`src/hw/rtl/u8sd_pkg.sv`:
```
// Shared types and constants of the UTF-8 stream decoder.
`timescale 1ns / 1ps

package u8sd_pkg;

    localparam int QUEUE_DEPTH = 4;
    localparam int QPTR_W      = $clog2(QUEUE_DEPTH);
    localparam int QCNT_W      = $clog2(QUEUE_DEPTH + 1);
    localparam int PEND_DEPTH  = 4;
    localparam int CP_W        = 31;

    // One unit of output work: optional raw flush of the lead and buffered
    // continuation bytes, then an optional final result.
    typedef struct packed {
        logic [7:0]                 lead;
        logic [PEND_DEPTH-1:0][5:0] pend;
        logic                       has_flush;
        logic [2:0]                 npend;
        logic                       has_final;
        logic [CP_W-1:0]            final_value;
        logic                       final_raw;
        logic                       end_flag;
    } job_t;

endpackage

```
`src/hw/rtl/u8sd_front.sv`:
```
// Front end: accepts bytes, tracks the open sequence and issues output jobs.
`timescale 1ns / 1ps

module u8sd_front import u8sd_pkg::*; #(
    parameter int MAX_SEQ_BYTES = 6
) (
    input  logic       aclk,
    input  logic       aresetn,
    input  logic       s_valid,
    output logic       s_ready,
    input  logic [7:0] s_byte_in,
    input  logic       s_string_end_in,
    input  logic       q_full,
    output logic       push,
    output job_t       job
);

    localparam logic [2:0] MAX_LEN = 3'(MAX_SEQ_BYTES);

    logic [7:0]                 lead_reg, lead_next;
    logic [2:0]                 need_reg, need_next;
    logic [2:0]                 rcnt_reg, rcnt_next;
    logic [CP_W-1:0]            acc_reg, acc_next;
    logic [PEND_DEPTH-1:0][5:0] pend_reg, pend_next;

    logic            accept;
    logic            is_cont;
    logic            fresh;
    logic [2:0]      rc_inc;
    logic [2:0]      slot;
    logic [CP_W-1:0] acc_shift;
    logic [2:0]      len;
    logic [6:0]      mask;

    assign s_ready = !q_full;
    assign accept  = s_valid && !q_full;
    assign is_cont = (s_byte_in[7:6] == 2'b10);
    assign rc_inc  = rcnt_reg + 3'd1;
    assign slot    = rc_inc - 3'd2;
    assign acc_shift = {acc_reg[CP_W-7:0], s_byte_in[5:0]};

    always_comb begin
        len  = 3'd0;
        mask = 7'h00;
        if (s_byte_in[7] == 1'b0) begin
            len = 3'd1; mask = 7'h7f;
        end else if (s_byte_in[7:5] == 3'b110) begin
            len = 3'd2; mask = 7'h1f;
        end else if (s_byte_in[7:4] == 4'b1110) begin
            len = 3'd3; mask = 7'h0f;
        end else if (s_byte_in[7:3] == 5'b11110) begin
            len = 3'd4; mask = 7'h07;
        end else if (s_byte_in[7:2] == 6'b111110) begin
            len = 3'd5; mask = 7'h03;
        end else if (s_byte_in[7:1] == 7'b1111110) begin
            len = 3'd6; mask = 7'h01;
        end
    end

    always_comb begin
        lead_next = lead_reg;
        need_next = need_reg;
        rcnt_next = rcnt_reg;
        acc_next  = acc_reg;
        pend_next = pend_reg;
        fresh     = 1'b1;

        job             = '0;
        job.lead        = lead_reg;
        job.pend        = pend_reg;
        job.end_flag    = s_string_end_in;

        if (need_reg != 3'd0) begin
            if (is_cont) begin
                fresh = 1'b0;
                if (rc_inc >= need_reg) begin
                    job.has_final   = 1'b1;
                    job.final_value = acc_shift;
                    need_next = 3'd0;
                    rcnt_next = 3'd0;
                    acc_next  = '0;
                end else if (s_string_end_in) begin
                    job.has_flush   = 1'b1;
                    job.npend       = slot;
                    job.has_final   = 1'b1;
                    job.final_raw   = 1'b1;
                    job.final_value = {{(CP_W-8){1'b0}}, s_byte_in};
                    need_next = 3'd0;
                    rcnt_next = 3'd0;
                    acc_next  = '0;
                end else begin
                    acc_next  = acc_shift;
                    rcnt_next = rc_inc;
                    pend_next[slot[1:0]] = s_byte_in[5:0];
                end
            end else begin
                job.has_flush = 1'b1;
                job.npend     = rcnt_reg - 3'd1;
                need_next = 3'd0;
                rcnt_next = 3'd0;
                acc_next  = '0;
            end
        end

        if (fresh) begin
            if (len == 3'd0 || len > MAX_LEN || s_string_end_in || len == 3'd1) begin
                job.has_final   = 1'b1;
                job.final_raw   = (len != 3'd1);
                job.final_value = {{(CP_W-8){1'b0}}, s_byte_in};
            end else begin
                lead_next = s_byte_in;
                need_next = len;
                rcnt_next = 3'd1;
                acc_next  = {{(CP_W-7){1'b0}}, s_byte_in[6:0] & mask};
            end
        end
    end

    assign push = accept && (job.has_flush || job.has_final);

    always_ff @(posedge aclk) begin
        if (!aresetn) begin
            lead_reg <= '0;
            need_reg <= '0;
            rcnt_reg <= '0;
            acc_reg  <= '0;
        end else if (accept) begin
            lead_reg <= lead_next;
            need_reg <= need_next;
            rcnt_reg <= rcnt_next;
            acc_reg  <= acc_next;
        end
    end

    always_ff @(posedge aclk) begin
        if (accept) begin
            pend_reg <= pend_next;
        end
    end

endmodule

```
`src/hw/rtl/u8sd_queue.sv`:
```
// Short job queue between the front end and the output sequencer.
`timescale 1ns / 1ps

module u8sd_queue import u8sd_pkg::*; (
    input  logic aclk,
    input  logic aresetn,
    input  logic push,
    input  job_t push_job,
    output logic full,
    output logic head_valid,
    output job_t head_job,
    input  logic pop
);

    job_t              entry_reg [QUEUE_DEPTH];
    logic [QPTR_W-1:0] wr_ptr_reg, wr_ptr_next;
    logic [QPTR_W-1:0] rd_ptr_reg, rd_ptr_next;
    logic [QCNT_W-1:0] count_reg, count_next;
    logic              do_pop;

    assign full       = (count_reg == QCNT_W'(QUEUE_DEPTH));
    assign head_valid = (count_reg != '0);
    assign head_job   = entry_reg[rd_ptr_reg];
    assign do_pop     = pop && head_valid;

    always_comb begin
        wr_ptr_next = push   ? wr_ptr_reg + QPTR_W'(1) : wr_ptr_reg;
        rd_ptr_next = do_pop ? rd_ptr_reg + QPTR_W'(1) : rd_ptr_reg;
        count_next  = count_reg;
        if (push && !do_pop) begin
            count_next = count_reg + QCNT_W'(1);
        end else if (!push && do_pop) begin
            count_next = count_reg - QCNT_W'(1);
        end
    end

    always_ff @(posedge aclk) begin
        if (!aresetn) begin
            wr_ptr_reg <= '0;
            rd_ptr_reg <= '0;
            count_reg  <= '0;
        end else begin
            wr_ptr_reg <= wr_ptr_next;
            rd_ptr_reg <= rd_ptr_next;
            count_reg  <= count_next;
        end
    end

    always_ff @(posedge aclk) begin
        if (push) begin
            entry_reg[wr_ptr_reg] <= push_job;
        end
    end

endmodule

```
`src/hw/rtl/u8sd_back.sv`:
```
// Output sequencer: walks each job and drives the registered result channel.
`timescale 1ns / 1ps

module u8sd_back import u8sd_pkg::*; (
    input  logic            aclk,
    input  logic            aresetn,
    input  logic            head_valid,
    input  job_t            head_job,
    output logic            pop,
    output logic            m_valid,
    input  logic            m_ready,
    output logic [CP_W-1:0] m_code_point,
    output logic            m_raw_fallback,
    output logic            m_last_of_run,
    output logic            m_string_done
);

    logic [2:0]      idx_reg, idx_next;
    logic            valid_reg, valid_next;
    logic [CP_W-1:0] cp_reg;
    logic            raw_reg, last_reg, done_reg;

    logic [2:0]      total;
    logic [2:0]      idx_m1;
    logic            is_last;
    logic            load;
    logic [CP_W-1:0] sel_value;
    logic            sel_raw;

    assign total   = {2'b00, head_job.has_flush} + head_job.npend
                   + {2'b00, head_job.has_final};
    assign idx_m1  = idx_reg - 3'd1;
    assign is_last = (idx_reg == total - 3'd1);
    assign load    = head_valid && (!valid_reg || m_ready);
    assign pop     = load && is_last;

    always_comb begin
        if (head_job.has_flush && idx_reg == 3'd0) begin
            sel_value = {{(CP_W-8){1'b0}}, head_job.lead};
            sel_raw   = 1'b1;
        end else if (idx_reg != 3'd0 && idx_reg <= head_job.npend) begin
            sel_value = {{(CP_W-8){1'b0}}, 2'b10, head_job.pend[idx_m1[1:0]]};
            sel_raw   = 1'b1;
        end else begin
            sel_value = head_job.final_value;
            sel_raw   = head_job.final_raw;
        end
    end

    always_comb begin
        idx_next   = idx_reg;
        valid_next = valid_reg;
        if (load) begin
            valid_next = 1'b1;
            idx_next   = is_last ? 3'd0 : idx_reg + 3'd1;
        end else if (m_ready) begin
            valid_next = 1'b0;
        end
    end

    always_ff @(posedge aclk) begin
        if (!aresetn) begin
            idx_reg   <= '0;
            valid_reg <= 1'b0;
        end else begin
            idx_reg   <= idx_next;
            valid_reg <= valid_next;
        end
    end

    always_ff @(posedge aclk) begin
        if (load) begin
            cp_reg   <= sel_value;
            raw_reg  <= sel_raw;
            last_reg <= is_last;
            done_reg <= is_last && head_job.end_flag;
        end
    end

    assign m_valid        = valid_reg;
    assign m_code_point   = cp_reg;
    assign m_raw_fallback = raw_reg;
    assign m_last_of_run  = last_reg;
    assign m_string_done  = done_reg;

endmodule

```
`src/hw/rtl/utf8_stream_decoder.sv`:
```
// Top level of the UTF-8 stream decoder with raw-byte fallback.
// Takes one byte per cycle and emits one code point per complete sequence of 1 to
// MAX_SEQ_BYTES (default 6) bytes; longer leads count as invalid. Malformed input comes out
// as flagged raw bytes (zero-extended). The front end accepts a byte every cycle while the
// 4-entry job queue has room; the output sequencer drives one result per cycle whenever
// m_ready allows, so a malformed sequence (up to 6 results for one byte) may back-pressure
// the input once the queue fills. Results pass through the job queue and then the output
// register. Overlong and surrogate forms are not checked.
`timescale 1ns / 1ps

module utf8_stream_decoder import u8sd_pkg::*; #(
    parameter int MAX_SEQ_BYTES = 6
) (
    input  logic            aclk,
    input  logic            aresetn,
    input  logic            s_valid,
    output logic            s_ready,
    input  logic [7:0]      s_byte_in,
    input  logic            s_string_end_in,
    output logic            m_valid,
    input  logic            m_ready,
    output logic [CP_W-1:0] m_code_point,
    output logic            m_raw_fallback,
    output logic            m_last_of_run,
    output logic            m_string_done
);

    logic q_full, q_push, q_valid, q_pop;
    job_t front_job, head_job;

    u8sd_front #(
        .MAX_SEQ_BYTES (MAX_SEQ_BYTES)
    ) u_front (
        .aclk            (aclk),
        .aresetn         (aresetn),
        .s_valid         (s_valid),
        .s_ready         (s_ready),
        .s_byte_in       (s_byte_in),
        .s_string_end_in (s_string_end_in),
        .q_full          (q_full),
        .push            (q_push),
        .job             (front_job)
    );

    u8sd_queue u_queue (
        .aclk       (aclk),
        .aresetn    (aresetn),
        .push       (q_push),
        .push_job   (front_job),
        .full       (q_full),
        .head_valid (q_valid),
        .head_job   (head_job),
        .pop        (q_pop)
    );

    u8sd_back u_back (
        .aclk           (aclk),
        .aresetn        (aresetn),
        .head_valid     (q_valid),
        .head_job       (head_job),
        .pop            (q_pop),
        .m_valid        (m_valid),
        .m_ready        (m_ready),
        .m_code_point   (m_code_point),
        .m_raw_fallback (m_raw_fallback),
        .m_last_of_run  (m_last_of_run),
        .m_string_done  (m_string_done)
    );

endmodule

```
`config.mk`:
```
export PLATFORM = sky130hd
export DESIGN_NAME = utf8_stream_decoder
export DESIGN_NICKNAME = d
export VERILOG_FILES = /design/src/hw/rtl/u8sd_pkg.sv /design/src/hw/rtl/u8sd_front.sv /design/src/hw/rtl/u8sd_queue.sv /design/src/hw/rtl/u8sd_back.sv /design/src/hw/rtl/utf8_stream_decoder.sv
export SDC_FILE = /design/constraint.sdc
export NUM_CORES = 1
export LEC_CHECK = 0
export ABC_AREA = 1
export BUFFER_PORTS_ARGS = -buffer_cell sky130_fd_sc_hd__buf_2
export CAP_MARGIN = 15
export CORE_UTILIZATION = 58
export CTS_BUF_LIST = sky130_fd_sc_hd__clkbuf_2
export CTS_CLUSTER_SIZE = 12
export DETAILED_ROUTE_END_ITERATION = 16
export GPL_TIMING_DRIVEN = 0
export PLACE_DENSITY = 0.78
export SYNTH_ARGS = -nofsm -noshare
export SYNTH_HDL_FRONTEND = slang
export SYNTH_SLANG_ARGS = --single-unit
```
`constraint.sdc`:
```
create_clock -name aclk -period 5 [get_ports aclk]
set_input_delay 0.5 -clock aclk [delete_from_list [all_inputs] [get_ports aclk]]
set_output_delay 0.5 -clock aclk [all_outputs]
set_load 0.02 [all_outputs]
```
### After elaboration in Yosys (flattened, before gate mapping)

Memories as Yosys holds them, arrays and structs flattened. A register that Yosys moved wholly into a read port is not among the register bits.
Index checks and enable logic that the tools add are counted.

| operators by class | value |
|---|---|
| mux-type cells | 57 |
| equal/unequal tests | 10 |
| bitwise logic cells | 4 |
| $add $sub $neg | 12 |
| magnitude comparators | 6 |
| reduce and logical (&&, ||, !) cells | 30 |

Operators by type and width:

| cell | count |
|---|---|
| $mux W31 | 6 |
| $mux W33 | 3 |
| $mux W37 | 2 |
| $mux W3 | 21 |
| $mux W7 | 5 |
| $mux W32 | 1 |
| $bwmux W24 | 1 |
| $mux W8 | 2 |
| $bmux W6 S2 | 1 |
| $demux W6 S2 | 1 |
| $mux W6 | 2 |
| $logic_and A1 B1 Y1 | 11 |
| $add A3 B1 Y3 const B | 3 |
| $reduce_bool A3 Y1 | 3 |
| $sub A3 B1 Y3 const B | 3 |
| $mux W1 | 8 |
| $mux W4 | 2 |
| $and A7 B7 Y7 | 1 |
| $eq A7 B7 Y1 const B | 1 |
| $eq A3 B3 Y1 const B | 2 |
| $eq A6 B6 Y1 const B | 1 |
| $logic_not A3 Y1 | 2 |
| $lt A2 B3 Y1 const B | 2 |
| $eq A5 B5 Y1 const B | 1 |
| 22 further kinds | 34 |

| storage, ports and cells | value |
|---|---|
| bits in registers | 114 |
| memories | 1 |
| output and inout bits | 36 |
| bits in writable memories | 280 |
| word-level logic and storage cells | 138 |
| input port bits | 13 |

Memories:

| memory | depth | width | read ports | clocked after memory_dff | wr ports | line | text |
|---|---|---|---|---|---|---|---|
| u_queue.entry_reg | 4 | 70 | 1 | 1 | 1 | u8sd_queue.sv:15 | `job_t entry_reg [QUEUE_DEPTH];` |

### Depth between registers and ports, before layout

| logic depth | value |
|---|---|
| depth in word-level cells | 19 |
| gate-level depth with buffers | 24 |
| mapped depth without buffers | 22 |

### Modules after synthesis

Synthesis repeated with hierarchy kept, for this count alone.

| unflattened totals | value |
|---|---|
| cell total of the unflattened synthesis | 1423 |
| area total of the unflattened synthesis | 17077.6 um^2 |

By module, submodules not included:

| module | sequential area each (um^2) | cells an instance | instances | area an instance (um^2) |
|---|---|---|---|---|
| u8sd_queue | 8588.2 | 739 | 1 | 11410.9 |
| u8sd_front | 1501.4 | 444 | 1 | 3414.5 |
| u8sd_back | 1101.1 | 240 | 1 | 2252.2 |

### Least setup slack after synthesis

No wires, ideal clock.

| timing | value |
|---|---|
| path type | register -> register |
| from | reg u_front.rcnt_reg[0] |
| to | mem u_queue.entry_reg[0][0] (netlist name) (enable) |
| arrival time | 5.011 ns |
| setup time | 0.499 ns |
| period minus slack after synthesis | 5.510 ns |
| slack | -0.510 ns |
| required time | 4.501 ns |
| stages on the path, launching flop included | 15 |
| buffers on the path | 0 |
| cell sequence | dfxtp_1 > inv_1 > ha_1 > ha_1 > nand2_1 > nor2_1 > nor2_1 > nand2_1 > clkinv_1 > nand2_1 > nand2_1 > nand2_1 > nand2_2 > nand2_1 > nor2_1 |

| between the ends | value |
|---|---|
| longest elaborated chain between the ends | 11 |
| elaborated cells on any way between the ends | 13 |
| those cells by class | add/sub (1); order compare (1); mux (9); reduce/logical (2) |

RTL lines:

| element | line | text |
|---|---|---|
| start: declaration | u8sd_front.sv:22 | `logic [2:0] rcnt_reg, rcnt_next;` |
| start signal: assignment | u8sd_front.sv:130 | `rcnt_reg <= rcnt_next;` |
| $add A3 B1 Y3 * | u8sd_front.sv:38 | `assign rc_inc = rcnt_reg + 3'd1;` |
| $ge A3 B3 Y1 * | u8sd_front.sv:76 | `if (rc_inc >= need_reg) begin` |
| $mux W32 | u8sd_front.sv:76 |  |
| $mux W33 | u8sd_front.sv:74 | `if (is_cont) begin` |
| $mux W37 * | u8sd_front.sv:73 | `if (need_reg != 3'd0) begin` |
| $mux W33 | u8sd_front.sv:106 | `if (len == 3'd0 \|\| len > MAX_LEN \|\| s_string_end_in \|\| len == 3'd1) begin` |
| $mux W33 | u8sd_front.sv:105 | `if (fresh) begin` |
| $logic_or A1 B1 Y1 * | u8sd_front.sv:119 | `assign push = accept && (job.has_flush \|\| job.has_final);` |
| $logic_and A1 B1 Y1 * | u8sd_front.sv:119 |  |
| $mux W1 * | u8sd_queue.sv:50 | `if (push) begin` |
| $mux W1 (not written as such) * | u8sd_queue.sv:51 | `entry_reg[wr_ptr_reg] <= push_job;` |
| end: declaration | u8sd_queue.sv:15 |  |

Every way passes the cells marked *; elsewhere a longest branch is shown, timed or not.

==> results.md <==
- Layout cell share with drive strength beyond 1: 0.1531
- Wirelength, routed: 40440 µm
- Largest net degree at the start of global routing: 29
- Worst Skew: between 0.08 and 0.09 ns
- Tcrit/Tclk final: 0.9335
- Synth area leader: edfxtp_1
- Clock power frac: 0.239
- Cells after Synth: 1431
- Critical Path Sink: u_queue.count_reg[1]$_SDFFE_PN0P_
- Std-Cell Rows: 60
- RSZ-0062 raised after global routing: no
- Dpl hpwl: 26280 µm
- Root Driver: clkbuf_2
- Net Sw Frac: 0.3652
- Worst setup SP type: flip-flop
- Port bufs: 48
- Worst stage delay on the critical path: roughly 0.50 ns
- Ys flop type: edfxtp_1
- Crit path cell chain: inv_2 -> buf_2 -> buf_2 -> clkbuf_1 -> o21ai_0 -> o22ai_1 -> ha_1 -> inv_1 -> fa_1 -> xnor2_1 -> nor2_1 -> nand3_1 -> ha_1 -> inv_1 -> fa_1 -> o21ai_0 -> a21oi_1
- Residual DRC count: 0
- Seq/Total Area, Yosys: 0.6946
- Logic pwr share: 0.303
- Hold Crit Class: in2reg
- RD Place Congestion: about 0.9
- Flop pwr share: 0.458
- Top-area cell type share of the netlist area: 0.6300
- Congestion Overflow GR: 0
- Area grow syn2layout: 11.89%
- Initial antenna violation count: 1
- DR iter-0 viols: 1534
- TritonCTS clock tree: yes
- Setup TNS: 0 ns
- CP endpoint kind: flip-flop
- Fin. Hold Viols: 0
- Final worst path period need: between 4 and 5 ns
- Leakage: roughly 6.7 nW
- Crit path kind: reg2reg
- Routed Antenna Nets: 0
- Mean Syn Cell Area: about 11 µm²
- R2r setup slk: roughly 0.33 ns
- First-pass GRT wire length: roughly 62000 µm
- Slew Limit Headroom: 0.3805
- Max Slew Vio Count: 0
- Number of flip-flops in the largest register: 280
- Die X: 168.7 µm
- Internal Power: between 0.005 and 0.006 W
- Maximum VDD drop: about 0.32 mV
- Yosys reg bits: 390
- Clock latency on the worst-skew pair: 0.94 ns
- Die footprint: about 28000 µm²
- Setup WS pre-CTS: around 0.094 ns
- Nets@finish: approximately 1600
- Length in cells of the worst reg-to-reg path: 17
- Average wire per standard cell: roughly 20 µm
- Tot GR Track Use: 0.2913
- Synth Net Count: approximately 1500
- Core area: 27100 µm²
- Synthesized area: 16110 µm²
- Worst path required time: 5.77 ns
- # setup viols final: 0
- Worst setup margin: 0.3326 ns
- Fmax: approximately 210 MHz
- Status: complete, no violations
- TritonCTS Buffers: 92
- Slew @ Worst Pin: 0.9270 ns
- Commonest cells after routing, fill and taps aside: 338 x edfxtp_1, 250 x nor2_1, 181 x nand2_1
- Post-CTS Setup Inserts: 0
- Worst-path clk slew: about 0.1 ns
- CTS Buffer Depth: 3
- NetSw: 0.003302 W
- Initial core utilization: 0.5945
- First-pass DRT Iterations: 5
- Die span in y: between 150 and 200 µm
- Post-synth EDFFs: approximately 340
- Vias: about 12000
- Yosys cell types: 40
- Leading cell type in the layout, fill and taps excluded: edfxtp_1
- Via density: ~5.9
- Reg-to-Reg End: u_queue.count_reg[1]$_SDFFE_PN0P_
- Vias in the first global route: about 12000
- Synth top area cells: edfxtp_1 63%, dfxtp_1 6.5%, nor2_1 5.9%
- Htree depth: 3
- Yosys warns: 0
- # fillers: 1976
- Clk sinks: around 400
- Ys async rst share: 0
- Pwr dens: about 500 nW/µm²
- Critical path data arrival time: around 5.4 ns
- # IOs: 49
- Max Cap Viol: 0
- Slowest-stage cell, CP: clkbuf_1
- Critical-path maximum fanout: 19
- Worst hold margin: between 0.1 and 0.15 ns
[final cells by class]
cell class | instances | area, µm² | share of cell area
well taps | 372 | 465.4 | 0.02582
clock buffers | 140 | 700.7 | 0.03887
flip-flops and latches | 390 | 11190 | 0.6208
repair buffers | 66 | 535.5 | 0.02971
inverters | 79 | 296.5 | 0.01645
diodes | 1 | 2.502 | 0.0001388
plain buffers | 77 | 335.3 | 0.01860
multi-input cells | 880 | 4315 | 0.2394
clock inverters | 20 | 185.2 | 0.01027
[critical path, delay by kind of cell (launching register included)]
| kind | cells | cell delay, ns |
|---|---|---|
| compound gates | 4 | 0.61 |
| xor+xnor | 1 | 0.14 |
| fa+ha+maj | 4 | 1.41 |
| buf+inv | 6 | 1.42 |
| flops | 1 | 0.42 |
| simple gates | 2 | 0.55 |
[layer usage]
metal / routed length [µm] / GRT usage / part of all wire
met2: 19450 / 0.4693 / 0.48
met3: 4349 / 0.05869 / 0.11
met1: 15720 / 0.3924 / 0.39
met4: 924 / 0.1138 / 0.023
met5: 0 / 0 / 0
[power groups by stage]
stage | sequential, W | combinational (W) | clock, W
CTS | 0.00414 | 0.00273 | 0.00217
global placement | 0.00426 | 0.00253 | 0
floorplan | 0.00442 | 0.00151 | 0
detailed placement | 0.00421 | 0.00271 | 0
finish | 0.00414 | 0.00274 | 0.00216
global route | 0.00417 | 0.00300 | 0.00234
[metrics by stage]
stage	utilization	cells	instance area, µm²	power (W)
after floorplan	-	1431	16110	0.005931
after global placement	0.6205	1851	16820	0.006786
after detailed placement	0.6301	1861	17080	0.006916
after CTS	0.6658	2029	18040	0.009040
after global routing	0.6652	2025	18030	0.009505
final	0.6652	2025	18030	0.009042
[Yosys cell counts (18+ instances only)]
cell type and n:
edfxtp_1 338, nor2_1 254, nand2_1 181, o21ai_0 152, nand3_1 79, inv_1 72, a21oi_1 68, dfxtp_1 52
clkbuf_1 45, nor3_1 35, o22ai_1 23, ha_1 21, buf_2 19, o211ai_1 18
[logic make-up (layout without fill, tap and decap cells)]
| kind of cell | after synthesis | count (layout) | synth area share |
|---|---|---|---|
| AND/OR/NAND/NOR | 569 | 569 | 0.1465 |
| adder cells (fa/ha/maj) | 23 | 23 | 0.01879 |
| XOR/XNOR | 7 | 7 | 0.003805 |
| other | 0 | 1 | 0 |
| flip-flops | 390 | 390 | 0.6946 |
| AO/OA/AOI/OAI | 281 | 281 | 0.09599 |
| buffers and inverters | 161 | 382 | 0.04038 |
[what timing repair did]
item,in CTS,in global routing
endpoints found under the setup margin,0,2
hold buffers,8,0
endpoints found under the hold margin,29,0
gates resized for setup,0,0
[how the worst min path moves through the flow]
stage,from,endpoint,slack [ns],cells past startpoint
2_1_floorplan,u_front.acc_reg[2]$_SDFFE_PN0P_,u_front.acc_reg[2]$_SDFFE_PN0P_,0.45,2
3_3_place_gp,u_front.acc_reg[5]$_SDFFE_PN0P_,u_front.acc_reg[5]$_SDFFE_PN0P_,0.45,2
3_5_place_dp,u_front.acc_reg[5]$_SDFFE_PN0P_,u_front.acc_reg[5]$_SDFFE_PN0P_,0.46,2
4_1_cts,s_byte_in[7],u_front.need_reg[1]$_SDFFE_PN0P_,0.05,5
5_1_grt,s_byte_in[7],u_front.need_reg[1]$_SDFFE_PN0P_,0.09,5
6_report,s_byte_in[7],u_front.need_reg[1]$_SDFFE_PN0P_,0.10,5
Power figures use the tool's default switching activity.
